[config.mk]
export PLATFORM = sky130hd
export DESIGN_NAME = double_hash_table_top
export DESIGN_NICKNAME = d
export VERILOG_FILES = /design/src/rtl/core/dht_pkg.sv /design/src/rtl/core/dht_fifo.sv /design/src/rtl/core/dht_front.sv /design/src/rtl/core/dht_back.sv /design/src/rtl/core/double_hash_table_top.sv
export SDC_FILE = /design/constraint.sdc
export NUM_CORES = 2
export LEC_CHECK = 0
export ABC_AREA = 1
export BUFFER_PORTS_ARGS = -buffer_cell sky130_fd_sc_hd__buf_2
export CORE_UTILIZATION = 56
export CTS_CLUSTER_DIAMETER = 60
export DETAILED_ROUTE_END_ITERATION = 12
export PLACE_DENSITY = 0.72
export SLEW_MARGIN = 20
export SYNTH_ARGS = -nofsm -noshare
export SYNTH_HDL_FRONTEND = slang
export SYNTH_HIERARCHICAL = 1
export SYNTH_SLANG_ARGS = --single-unit
[constraint.sdc]
create_clock -name clk_i -period 7.4 [get_ports clk_i]
set_input_delay 1.48 -clock clk_i [delete_from_list [all_inputs] [get_ports clk_i]]
set_output_delay 1.48 -clock clk_i [all_outputs]
set_load 0.03 [all_outputs]
[src/rtl/core/dht_pkg.sv]
package dht_pkg;

  localparam int unsigned Slots  = 64;
  localparam int unsigned KeyW   = 31;
  localparam int unsigned SizeW  = 7;
  localparam int unsigned OutSlotW = 6;
  localparam int unsigned DumpMax  = 64;

  typedef enum logic [1:0] {
    ACT_INSERT = 2'd0,
    ACT_SEARCH = 2'd1,
    ACT_DUMP   = 2'd2,
    ACT_NONE   = 2'd3
  } action_e;

  typedef enum logic [2:0] {
    ST_INSERTED  = 3'd0,
    ST_FOUND     = 3'd1,
    ST_NOT_FOUND = 3'd2,
    ST_FULL      = 3'd3,
    ST_DUMP      = 3'd4
  } status_e;

  localparam logic CFG_TABLE_SIZE = 1'b0;
  localparam logic CFG_SECOND_MOD = 1'b1;

  typedef struct packed {
    action_e           action;
    logic [KeyW-1:0]   key;
    logic [SizeW-1:0]  home;
    logic [SizeW-1:0]  step;
    logic [SizeW-1:0]  n;
  } job_t;

  typedef struct packed {
    status_e              status;
    logic [OutSlotW-1:0]  slot;
    logic [OutSlotW-1:0]  collisions;
    logic [KeyW-1:0]      entry_key;
    logic                 last;
  } res_t;

endpackage

[src/rtl/core/dht_fifo.sv]
module dht_fifo (
  input  logic          clk_i,
  input  logic          rst_ni,
  input  logic          wr_valid_i,
  output logic          wr_ready_o,
  input  dht_pkg::job_t wr_data_i,
  output logic          rd_valid_o,
  input  logic          rd_ready_i,
  output dht_pkg::job_t rd_data_o
);
  import dht_pkg::*;

  job_t       mem_q [2];
  logic       wptr_q, rptr_q;
  logic [1:0] count_q;
  logic       push, pop;

  assign wr_ready_o = (count_q != 2'd2);
  assign rd_valid_o = (count_q != 2'd0);
  assign rd_data_o  = mem_q[rptr_q];
  assign push       = wr_valid_i && wr_ready_o;
  assign pop        = rd_valid_o && rd_ready_i;

  always_ff @(posedge clk_i) begin
    if (push) begin
      mem_q[wptr_q] <= wr_data_i;
    end
  end

  always_ff @(posedge clk_i or negedge rst_ni) begin
    if (!rst_ni) begin
      wptr_q  <= 1'b0;
      rptr_q  <= 1'b0;
      count_q <= 2'd0;
    end else begin
      if (push) wptr_q <= ~wptr_q;
      if (pop)  rptr_q <= ~rptr_q;
      count_q <= count_q + 2'(push) - 2'(pop);
    end
  end

endmodule

[src/rtl/core/dht_front.sv]
module dht_front (
  input  logic                        clk_i,
  input  logic                        rst_ni,
  input  logic                        cfg_valid_i,
  output logic                        cfg_ready_o,
  input  logic                        cfg_index_i,
  input  logic [dht_pkg::SizeW-1:0]   cfg_data_i,
  input  logic                        in_valid_i,
  output logic                        in_ready_o,
  input  logic [1:0]                  action_i,
  input  logic [dht_pkg::KeyW-1:0]    key_i,
  output logic                        job_valid_o,
  input  logic                        job_ready_i,
  output dht_pkg::job_t               job_o
);
  import dht_pkg::*;

  typedef enum logic [1:0] {F_IDLE, F_DIV, F_PUSH} front_state_e;

  front_state_e     state_q, state_d;
  logic [SizeW-1:0] tsize_q, qmod_q;
  logic [SizeW-1:0] n_eff, q_eff, q_q;
  logic [SizeW-1:0] rn_q, rq_q, rn_d, rq_d;
  logic [4:0]       bit_q;
  logic [SizeW:0]   tn, tq;
  job_t             job_q;
  logic             accept;

  assign cfg_ready_o = 1'b1;
  assign in_ready_o  = (state_q == F_IDLE);
  assign accept      = in_valid_i && in_ready_o;
  assign job_valid_o = (state_q == F_PUSH);
  assign job_o       = job_q;

  always_comb begin
    n_eff = tsize_q;
    if (tsize_q == '0) n_eff = SizeW'(1);
    else if (32'(tsize_q) > Slots) n_eff = SizeW'(Slots);
    q_eff = qmod_q;
    if (qmod_q == '0) q_eff = SizeW'(1);
    else if (qmod_q > n_eff) q_eff = n_eff;
  end

  // One key bit per cycle into both remainders, most significant bit first.
  always_comb begin
    tn = {rn_q, job_q.key[bit_q]};
    tq = {rq_q, job_q.key[bit_q]};
    if (tn >= {1'b0, job_q.n}) tn = tn - {1'b0, job_q.n};
    if (tq >= {1'b0, q_q}) tq = tq - {1'b0, q_q};
    rn_d = tn[SizeW-1:0];
    rq_d = tq[SizeW-1:0];
  end

  always_comb begin
    state_d = state_q;
    unique case (state_q)
      F_IDLE: begin
        if (accept) begin
          if (action_e'(action_i) == ACT_NONE) state_d = F_IDLE;
          else if (action_e'(action_i) == ACT_DUMP || key_i == '0) state_d = F_PUSH;
          else state_d = F_DIV;
        end
      end
      F_DIV: begin
        if (bit_q == 5'd0) state_d = F_PUSH;
      end
      F_PUSH: begin
        if (job_ready_i) state_d = F_IDLE;
      end
      default: state_d = F_IDLE;
    endcase
  end

  always_ff @(posedge clk_i or negedge rst_ni) begin
    if (!rst_ni) begin
      state_q <= F_IDLE;
      tsize_q <= SizeW'(64);
      qmod_q  <= SizeW'(1);
    end else begin
      state_q <= state_d;
      if (cfg_valid_i && cfg_ready_o) begin
        if (cfg_index_i == CFG_TABLE_SIZE) tsize_q <= cfg_data_i;
        else if (cfg_index_i == CFG_SECOND_MOD) qmod_q <= cfg_data_i;
      end
    end
  end

  always_ff @(posedge clk_i) begin
    if (accept) begin
      job_q.action <= action_e'(action_i);
      job_q.key    <= key_i;
      job_q.n      <= n_eff;
      job_q.home   <= '0;
      job_q.step   <= '0;
      q_q          <= q_eff;
      rn_q         <= '0;
      rq_q         <= '0;
      bit_q        <= 5'(KeyW - 1);
    end else if (state_q == F_DIV) begin
      rn_q  <= rn_d;
      rq_q  <= rq_d;
      bit_q <= bit_q - 5'd1;
      if (bit_q == 5'd0) begin
        job_q.home <= rn_d;
        job_q.step <= q_q - rq_d;
      end
    end
  end

endmodule

[src/rtl/core/dht_back.sv]
module dht_back (
  input  logic          clk_i,
  input  logic          rst_ni,
  input  logic          job_valid_i,
  output logic          job_ready_o,
  input  dht_pkg::job_t job_i,
  output logic          out_valid_o,
  input  logic          out_ready_i,
  output dht_pkg::res_t res_o
);
  import dht_pkg::*;

  localparam int unsigned AW = $clog2(Slots);

  typedef enum logic [2:0] {
    B_CLEAR, B_IDLE, B_PRD, B_PCHK, B_NOKEY, B_DRD, B_DCHK
  } back_state_e;

  back_state_e      state_q, state_d;
  job_t             job_q, job_d;
  logic [SizeW-1:0] b_q, b_d, i_q, i_d, dump_cnt;
  logic [AW-1:0]    clr_q, clr_d, raddr, waddr;
  logic [KeyW-1:0]  mem [Slots];
  logic [KeyW-1:0]  rdata_q, wdata, v;
  logic             we, load, out_valid_q, out_free, last_probe;
  res_t             out_q, res_d;
  logic [SizeW:0]   bsum;
  logic [SizeW-1:0] b_next;

  assign out_valid_o = out_valid_q;
  assign res_o       = out_q;
  assign out_free    = !out_valid_q || out_ready_i;
  assign job_ready_o = (state_q == B_IDLE);
  assign v           = rdata_q;
  assign dump_cnt    = (job_q.n < SizeW'(DumpMax)) ? job_q.n : SizeW'(DumpMax);
  assign last_probe  = (i_q + SizeW'(1) == job_q.n);

  always_comb begin
    bsum = {1'b0, b_q} + {1'b0, job_q.step};
    if (bsum >= {1'b0, job_q.n}) bsum = bsum - {1'b0, job_q.n};
    b_next = bsum[SizeW-1:0];
  end

  assign raddr = (state_q == B_DRD || state_q == B_DCHK) ? AW'(i_q) : AW'(b_q);

  always_comb begin
    state_d = state_q;
    job_d   = job_q;
    b_d     = b_q;
    i_d     = i_q;
    clr_d   = clr_q;
    we      = 1'b0;
    waddr   = AW'(b_q);
    wdata   = job_q.key;
    load    = 1'b0;
    res_d   = '0;
    res_d.last = 1'b1;
    unique case (state_q)
      B_CLEAR: begin
        we    = 1'b1;
        waddr = clr_q;
        wdata = '0;
        clr_d = clr_q + AW'(1);
        if (clr_q == AW'(Slots - 1)) state_d = B_IDLE;
      end
      B_IDLE: begin
        if (job_valid_i) begin
          job_d = job_i;
          b_d   = job_i.home;
          i_d   = '0;
          if (job_i.action == ACT_DUMP) state_d = B_DRD;
          else if (job_i.key == '0) state_d = B_NOKEY;
          else state_d = B_PRD;
        end
      end
      B_PRD: state_d = B_PCHK;
      B_PCHK: begin
        if (job_q.action == ACT_INSERT && v == '0) begin
          res_d.status     = ST_INSERTED;
          res_d.slot       = OutSlotW'(b_q);
          res_d.collisions = OutSlotW'(i_q);
          if (out_free) begin
            we      = 1'b1;
            load    = 1'b1;
            state_d = B_IDLE;
          end
        end else if (job_q.action != ACT_INSERT && v == '0) begin
          res_d.status = ST_NOT_FOUND;
          if (out_free) begin
            load    = 1'b1;
            state_d = B_IDLE;
          end
        end else if (job_q.action != ACT_INSERT && v == job_q.key) begin
          res_d.status    = ST_FOUND;
          res_d.slot      = OutSlotW'(b_q);
          res_d.entry_key = job_q.key;
          if (out_free) begin
            load    = 1'b1;
            state_d = B_IDLE;
          end
        end else if (last_probe) begin
          res_d.status = (job_q.action == ACT_INSERT) ? ST_FULL : ST_NOT_FOUND;
          if (out_free) begin
            load    = 1'b1;
            state_d = B_IDLE;
          end
        end else begin
          b_d     = b_next;
          i_d     = i_q + SizeW'(1);
          state_d = B_PRD;
        end
      end
      B_NOKEY: begin
        res_d.status = ST_NOT_FOUND;
        if (out_free) begin
          load    = 1'b1;
          state_d = B_IDLE;
        end
      end
      B_DRD: state_d = B_DCHK;
      B_DCHK: begin
        res_d.status    = ST_DUMP;
        res_d.slot      = OutSlotW'(i_q);
        res_d.entry_key = v;
        res_d.last      = (i_q + SizeW'(1) == dump_cnt);
        if (out_free) begin
          load = 1'b1;
          if (res_d.last) begin
            state_d = B_IDLE;
          end else begin
            i_d     = i_q + SizeW'(1);
            state_d = B_DRD;
          end
        end
      end
      default: state_d = B_IDLE;
    endcase
  end

  always_ff @(posedge clk_i) begin
    if (we) mem[waddr] <= wdata;
    rdata_q <= mem[raddr];
  end

  always_ff @(posedge clk_i) begin
    job_q <= job_d;
    b_q   <= b_d;
    i_q   <= i_d;
    if (load) out_q <= res_d;
  end

  always_ff @(posedge clk_i or negedge rst_ni) begin
    if (!rst_ni) begin
      state_q     <= B_CLEAR;
      clr_q       <= '0;
      out_valid_q <= 1'b0;
    end else begin
      state_q <= state_d;
      clr_q   <= clr_d;
      if (load) out_valid_q <= 1'b1;
      else if (out_ready_i) out_valid_q <= 1'b0;
    end
  end

  a_probe_in_range: assert property (@(posedge clk_i) disable iff (!rst_ni)
    (state_q == B_PCHK) |-> (b_q < job_q.n && i_q < job_q.n))
    else $error("probe slot or count beyond table size");

  a_single_last: assert property (@(posedge clk_i) disable iff (!rst_ni)
    (out_valid_q && out_q.status != ST_DUMP) |-> out_q.last)
    else $error("single result word not marked last");

  a_no_pop_in_clear: assert property (@(posedge clk_i) disable iff (!rst_ni)
    (state_q == B_CLEAR) |-> !job_ready_o)
    else $error("job taken during clearing pass");

  a_insert_zero_key: assert property (@(posedge clk_i) disable iff (!rst_ni)
    (out_valid_q && out_q.status == ST_INSERTED) |-> (out_q.entry_key == '0))
    else $error("insert result carries a key");

endmodule

[src/rtl/core/double_hash_table_top.sv]
// Channel   Direction  Handshake                Word
// cfg       in         cfg_valid_i/cfg_ready_o  cfg_index_i, cfg_data_i
// in        in         in_valid_i/in_ready_o    action_i, key_i
// out       out        out_valid_o/out_ready_i  status_o, slot_o, collisions_o,
//                                               entry_key_o, last_o
// After reset the back end clears all 64 table entries, one per cycle, before it takes work.
// For insert and search with a nonzero key the front end computes its two bit-serial remainders.
// The back end then probes by a registered read of the table memory (B_PRD) and a check (B_PCHK).
// A dump reads each entry in B_DRD and outputs it from B_DCHK; a two-entry queue lets the
// front take the next word while the back end probes or waits on a stalled output register.
module double_hash_table_top (
  input  logic                       clk_i,
  input  logic                       rst_ni,
  input  logic                       cfg_valid_i,
  output logic                       cfg_ready_o,
  input  logic                       cfg_index_i,
  input  logic [dht_pkg::SizeW-1:0]  cfg_data_i,
  input  logic                       in_valid_i,
  output logic                       in_ready_o,
  input  logic [1:0]                 action_i,
  input  logic [dht_pkg::KeyW-1:0]   key_i,
  output logic                       out_valid_o,
  input  logic                       out_ready_i,
  output logic [2:0]                 status_o,
  output logic [5:0]                 slot_o,
  output logic [5:0]                 collisions_o,
  output logic [dht_pkg::KeyW-1:0]   entry_key_o,
  output logic                       last_o
);
  import dht_pkg::*;

  job_t fj, bj;
  logic f_valid, f_ready, b_valid, b_ready;
  res_t res;

  dht_front u_front (
    .clk_i, .rst_ni,
    .cfg_valid_i, .cfg_ready_o, .cfg_index_i, .cfg_data_i,
    .in_valid_i, .in_ready_o, .action_i, .key_i,
    .job_valid_o(f_valid), .job_ready_i(f_ready), .job_o(fj)
  );

  dht_fifo u_fifo (
    .clk_i, .rst_ni,
    .wr_valid_i(f_valid), .wr_ready_o(f_ready), .wr_data_i(fj),
    .rd_valid_o(b_valid), .rd_ready_i(b_ready), .rd_data_o(bj)
  );

  dht_back u_back (
    .clk_i, .rst_ni,
    .job_valid_i(b_valid), .job_ready_o(b_ready), .job_i(bj),
    .out_valid_o, .out_ready_i, .res_o(res)
  );

  assign status_o     = res.status;
  assign slot_o       = res.slot;
  assign collisions_o = res.collisions;
  assign entry_key_o  = res.entry_key;
  assign last_o       = res.last;

endmodule
==> metrics.txt <==
# TYPE chip_impl_metric gauge
chip_impl_metric{name="global_route.overflow_total",unit=""} 0
chip_impl_metric{name="routability_congestion_estimate",unit=""} 0.971
chip_impl_metric{name="drtPass1Iterations",unit=""} 9
chip_impl_metric{name="cts_post_setup_buffers_inserted",unit=""} 0
chip_impl_metric{name="wire_per_inst",unit="um"} 23.6
chip_impl_metric{name="synth.yosys.seq_area_share",unit="%"} 67.4
chip_impl_metric{name="setup_total_negative_slack",unit="ns"} 0
chip_impl_info{name="setup_repair_after_global_routing_missed_its_margin",value="false"} 1
chip_impl_info{name="netlist.top_cell.by_area",value="sky130_fd_sc_hd__edfxtp_1"} 1
chip_impl_metric{name="grt_pass1_wl",unit="mm"} 429
chip_impl_metric{name="yosys.area_share.adder",unit="%"} 0.631
chip_impl_metric{name="ys_ff_latch",unit=""} 2341
chip_impl_metric{name="max-slew-margin-rel",unit="%"} 20.6
chip_impl_info{name="cp-start-kind",value="flop"} 1
chip_impl_metric{name="die_height",unit="um"} 431
chip_impl_metric{name="port-buffer-count",unit=""} 94
chip_impl_metric{name="setup.reg_to_reg.worst_slack",unit="ns"} 2.14
chip_impl_metric{name="synthesis.area",unit="sq um"} 103000
chip_impl_metric{name="clock_tree.htree_level_count",unit=""} 4
chip_impl_metric{name="yosys_warnings",unit=""} 6
chip_impl_metric{name="worst_slack",unit="ns"} 2.14
chip_impl_metric{name="layout.filler_cells",unit=""} 14300
chip_impl_metric{name="worstSkewPairLatency",unit="ns"} 0.90
chip_impl_metric{name="drt-total-wl",unit="mm"} 295
chip_impl_metric{name="nets",unit=""} 9949
chip_impl_metric{name="cts.reportedPaths.clkPinSlew",unit="ns"} 0.07
chip_impl_info{name="layout_commonest_cell",value="sky130_fd_sc_hd__nand2_1"} 1
chip_impl_metric{name="cts_resized",unit=""} 0
chip_impl_metric{name="clock-skew-final",unit="ns"} 0.0505
chip_impl_info{name="status",value="finished clean"} 1
chip_impl_info{name="combinational_family_with_the_most_area_after_synthesis",value="simple AND/OR/NAND/NOR gates"} 1
chip_impl_metric{name="first_global_vias",unit=""} 66500
chip_impl_metric{name="die_w",unit="um"} 431
chip_impl_metric{name="core-area",unit="sq um"} 183000
chip_impl_metric{name="viasPerCell",unit=""} 5.72
chip_impl_metric{name="number_of_failing_hold_endpoints_at_the_final_stage",unit=""} 0
chip_impl_metric{name="drt_iter0_markers",unit=""} 10300
chip_impl_metric{name="required",unit="ns"} 8.12
chip_impl_metric{name="cp.buffers_inverters",unit=""} 1
chip_impl_info{name="cts_tree",value="built"} 1
chip_impl_metric{name="period_utilisation_layout",unit="%"} 71.0
chip_impl_metric{name="maximum_number_of_pins_on_one_net_before_global_route_repair",unit=""} 161
chip_impl_info{name="layout_common_cells",value="sky130_fd_sc_hd__nand2_1, sky130_fd_sc_hd__edfxtp_1, sky130_fd_sc_hd__nand3_1"} 1
chip_impl_info{name="critical_path.endpoint_type",value="flop"} 1
chip_impl_metric{name="slew_viol_final",unit=""} 0
chip_impl_metric{name="max_freq",unit="MHz"} 190
chip_impl_info{name="clk_root_buffer_cell",value="sky130_fd_sc_hd__clkbuf_16"} 1
chip_impl_info{name="type_of_the_most_critical_hold_path",value="reg -> reg"} 1
chip_impl_info{name="crit_path_cell_trace",value="nand3_4 -> nand2_2 -> nand2_4 -> nand2_4 -> buf_4 -> nand2_1 -> nand3_1 -> nand3_1 -> nand3_1 -> nand3_1 -> nand3_1 -> nand2_1"} 1
chip_impl_metric{name="placement_rows",unit=""} 157
chip_impl_info{name="crit_type",value="reg -> reg"} 1
chip_impl_info{name="critical-path-slowest-cell",value="sky130_fd_sc_hd__nand2_4"} 1
chip_impl_metric{name="multiplexer_share_of_the_synthesized_area",unit="%"} 0
chip_impl_info{name="synth_top_flop_cell",value="sky130_fd_sc_hd__edfxtp_1"} 1
chip_impl_metric{name="synth_compound_area_share",unit="%"} 1.22
chip_impl_metric{name="cts_hold_repair.buffers",unit=""} 0
chip_impl_metric{name="ctsLongestPathBuffers",unit=""} 3
chip_impl_metric{name="async_flop_share",unit="%"} 1.28
chip_impl_metric{name="pwr_density_cell",unit="nW/um^2"} 476
chip_impl_metric{name="synth_cells",unit=""} 9917
chip_impl_metric{name="design.portCount",unit=""} 96
chip_impl_metric{name="detailroute.via_count",unit=""} 71600
chip_impl_metric{name="fin_total_pwr",unit="W"} 0.0539
chip_impl_metric{name="synth_enable_flop_cells",unit=""} 2247
chip_impl_metric{name="drive_above_1_share",unit="%"} 6.68
chip_impl_metric{name="fin_area",unit="sq um"} 113000
chip_impl_metric{name="clock-sinks",unit=""} 2341
chip_impl_metric{name="placed_area",unit="sq um"} 106000
chip_impl_metric{name="crit_path_max_fanout",unit=""} 52
chip_impl_metric{name="static-leakage-power",unit="nW"} 47.3
chip_impl_metric{name="net_count_synth",unit=""} 10000
chip_impl_metric{name="netlist-cell-type-count",unit=""} 52
chip_impl_info{name="ys_top_cells_by_area",value="sky130_fd_sc_hd__edfxtp_1, sky130_fd_sc_hd__nand3_1, sky130_fd_sc_hd__nand2_1"} 1
chip_impl_metric{name="vdd.ir_drop.worst",unit="V"} 0.000716
chip_impl_metric{name="final_core_utilization",unit="%"} 61.9
chip_impl_metric{name="cp_slowest_stage_delay",unit="ns"} 0.75
chip_impl_metric{name="cap_violations",unit=""} 0
chip_impl_metric{name="initial_core_util",unit="%"} 56.3
chip_impl_metric{name="antenna_violating_nets_post_route",unit=""} 0
chip_impl_metric{name="pre_cts_slack",unit="ns"} 2.34
chip_impl_info{name="timing.critical_path.mode_cell",value="sky130_fd_sc_hd__nand3_1"} 1
chip_impl_metric{name="route.detailed.drc",unit=""} 0
chip_impl_metric{name="synth_xor_xnor_area_share",unit="%"} 0.272
chip_impl_metric{name="synth_area_per_cell",unit="sq um"} 10.4
chip_impl_info{name="critPathTopFamily",value="simple AND/OR/NAND/NOR gates"} 1
chip_impl_metric{name="grt_antenna_before_repair",unit=""} 8
chip_impl_metric{name="synth_top_area_share",unit="%"} 65.4
chip_impl_metric{name="worst-endpoint-arrival",unit="ns"} 5.98
chip_impl_metric{name="synth-simple-area-share",unit="%"} 20.9
chip_impl_metric{name="tritoncts.num_buffers",unit=""} 228
chip_impl_metric{name="finalWorstPathRequiredPeriod",unit="ns"} 5.26
chip_impl_metric{name="timing.final.setup_violations",unit=""} 0
chip_impl_metric{name="syn2layout_area_growth",unit="%"} 9.78
chip_impl_metric{name="total_global_route_track_usage",unit="%"} 31.5
chip_impl_metric{name="hpwlAfterDp",unit="mm"} 174
chip_impl_metric{name="tightestPinTransition",unit="ns"} 1.19
chip_impl_metric{name="die_area",unit="sq um"} 186000
## metal layers
| metal | up-vias | track usage, % | share of wire, % |
|---|---|---|---|
| li1 | 32400 | - | - |
| met3 | 689 | 6.19 | 12 |
| met1 | 34300 | 43.5 | 38 |
| met4 | 2 | 16.8 | 5.9 |
| met2 | 4183 | 47.3 | 45 |
| met5 | - | 0 | 0.010 |
## worst register-to-register path, cell delays in order (launching register included)
cell and delay (ns):
sky130_fd_sc_hd__dfrtp_1 0.54, sky130_fd_sc_hd__nand3_4 0.53, sky130_fd_sc_hd__nand2_2 0.60, sky130_fd_sc_hd__nand2_4 0.53
sky130_fd_sc_hd__nand2_4 0.75, sky130_fd_sc_hd__buf_4 0.71, sky130_fd_sc_hd__nand2_1 0.14, sky130_fd_sc_hd__nand3_1 0.11
sky130_fd_sc_hd__nand3_1 0.16, sky130_fd_sc_hd__nand3_1 0.22, sky130_fd_sc_hd__nand3_1 0.20, sky130_fd_sc_hd__nand3_1 0.37
sky130_fd_sc_hd__nand2_1 0.23
## cell families after synthesis
kind of cell             Yosys count
AND/OR/NAND/NOR                 4851
buffers and inverters           2428
flip-flops                      2341
AO/OA/AOI/OAI                    215
adder cells (fa/ha/maj)           49
XOR/XNOR                          32
other                              1
## flip-flops by register name, summed over array words and instances (netlist names), 3 cells and up
| signal | flops |
|---|---|
| u_front/q_q | 7 |
| u_back/job_q | 47 |
| u_fifo/mem_q | 108 |
| u_front/qmod_q | 7 |
| u_front/tsize_q | 7 |
| u_back/mem | 1984 |
| u_back/state_q | 3 |
| u_back/clr_q | 6 |
| u_back/b_q | 7 |
| u_back/i_q | 7 |
| u_front/bit_q | 5 |
| u_front/rq_q | 7 |
| u_back/rdata_q | 31 |
| u_back/res_o | 47 |
| u_front/job_o | 54 |
| u_front/rn_q | 7 |
## path summary, 6_finish.rpt
| kind | from | to | cells after the start |
|---|---|---|---|
| worst max-delay path | u_back/state_q[2]$_DFFE_PN0P_ | u_back/rdata_q[0]$_DFF_P_ | 12 |
| worst max register to register | u_back/state_q[2]$_DFFE_PN0P_ | u_back/rdata_q[0]$_DFF_P_ | 12 |
| max in group asynchronous | rst_ni | u_front/qmod_q[5]$_DFFE_PN0P_ | 1 |
| min in group asynchronous | rst_ni | u_fifo/wptr_q$_DFFE_PN0N_ | 1 |
| worst min register to register | u_front/job_o[52]$_DFFE_PP_ | u_fifo/mem_q[1][52]$_DFFE_PP_ | 0 |
| worst min-delay path | u_front/job_o[52]$_DFFE_PP_ | u_fifo/mem_q[1][52]$_DFFE_PP_ | 0 |
## report_power, final
group	internal (W)	switching, W	total, W
clock network	0.00603	0.00503	0.0111
logic	0.00540	0.0189	0.0243
registers	0.0180	0.000544	0.0185
## final cells by class
cell class	instances	area [sq um]	share of cell area, %
clock buffer	290	6000	5.30
sequential	2341	69500	61.4
tap	2464	3080	2.72
multi-input combinational	5148	24600	21.7
clock inverter	134	1080	0.951
antenna	2	5.00	0.00442
inverter	1935	7280	6.43
timing repair buffer	200	1700	1.50
## stage by stage
stage | cells | hold WS (ns)
floorplan | 9917 | 0.420
global placement | 12100 | 0.431
detailed placement | 12100 | 0.438
CTS | 12500 | 0.452
global route | 12500 | 0.465
finish | 12500 | 0.448
## synthesized netlist by cell type, types with 14 or more instances
library cell,instances
sky130_fd_sc_hd__nand2_1,2394
sky130_fd_sc_hd__buf_2,276
sky130_fd_sc_hd__inv_2,14
sky130_fd_sc_hd__nor2_1,224
sky130_fd_sc_hd__a21oi_1,42
sky130_fd_sc_hd__nand3b_1,159
sky130_fd_sc_hd__o211ai_1,18
sky130_fd_sc_hd__inv_1,1919
sky130_fd_sc_hd__clkbuf_1,98
sky130_fd_sc_hd__dfrtp_1,28
sky130_fd_sc_hd__o21ai_0,83
sky130_fd_sc_hd__o22ai_1,35
sky130_fd_sc_hd__nand4_1,36
sky130_fd_sc_hd__xor2_1,21
sky130_fd_sc_hd__buf_4,82
sky130_fd_sc_hd__edfxtp_1,2247
sky130_fd_sc_hd__ha_1,44
sky130_fd_sc_hd__nand3_1,1980
sky130_fd_sc_hd__buf_1,24
sky130_fd_sc_hd__dfxtp_1,64
No activity file was read; power rests on OpenSTA's default activity.
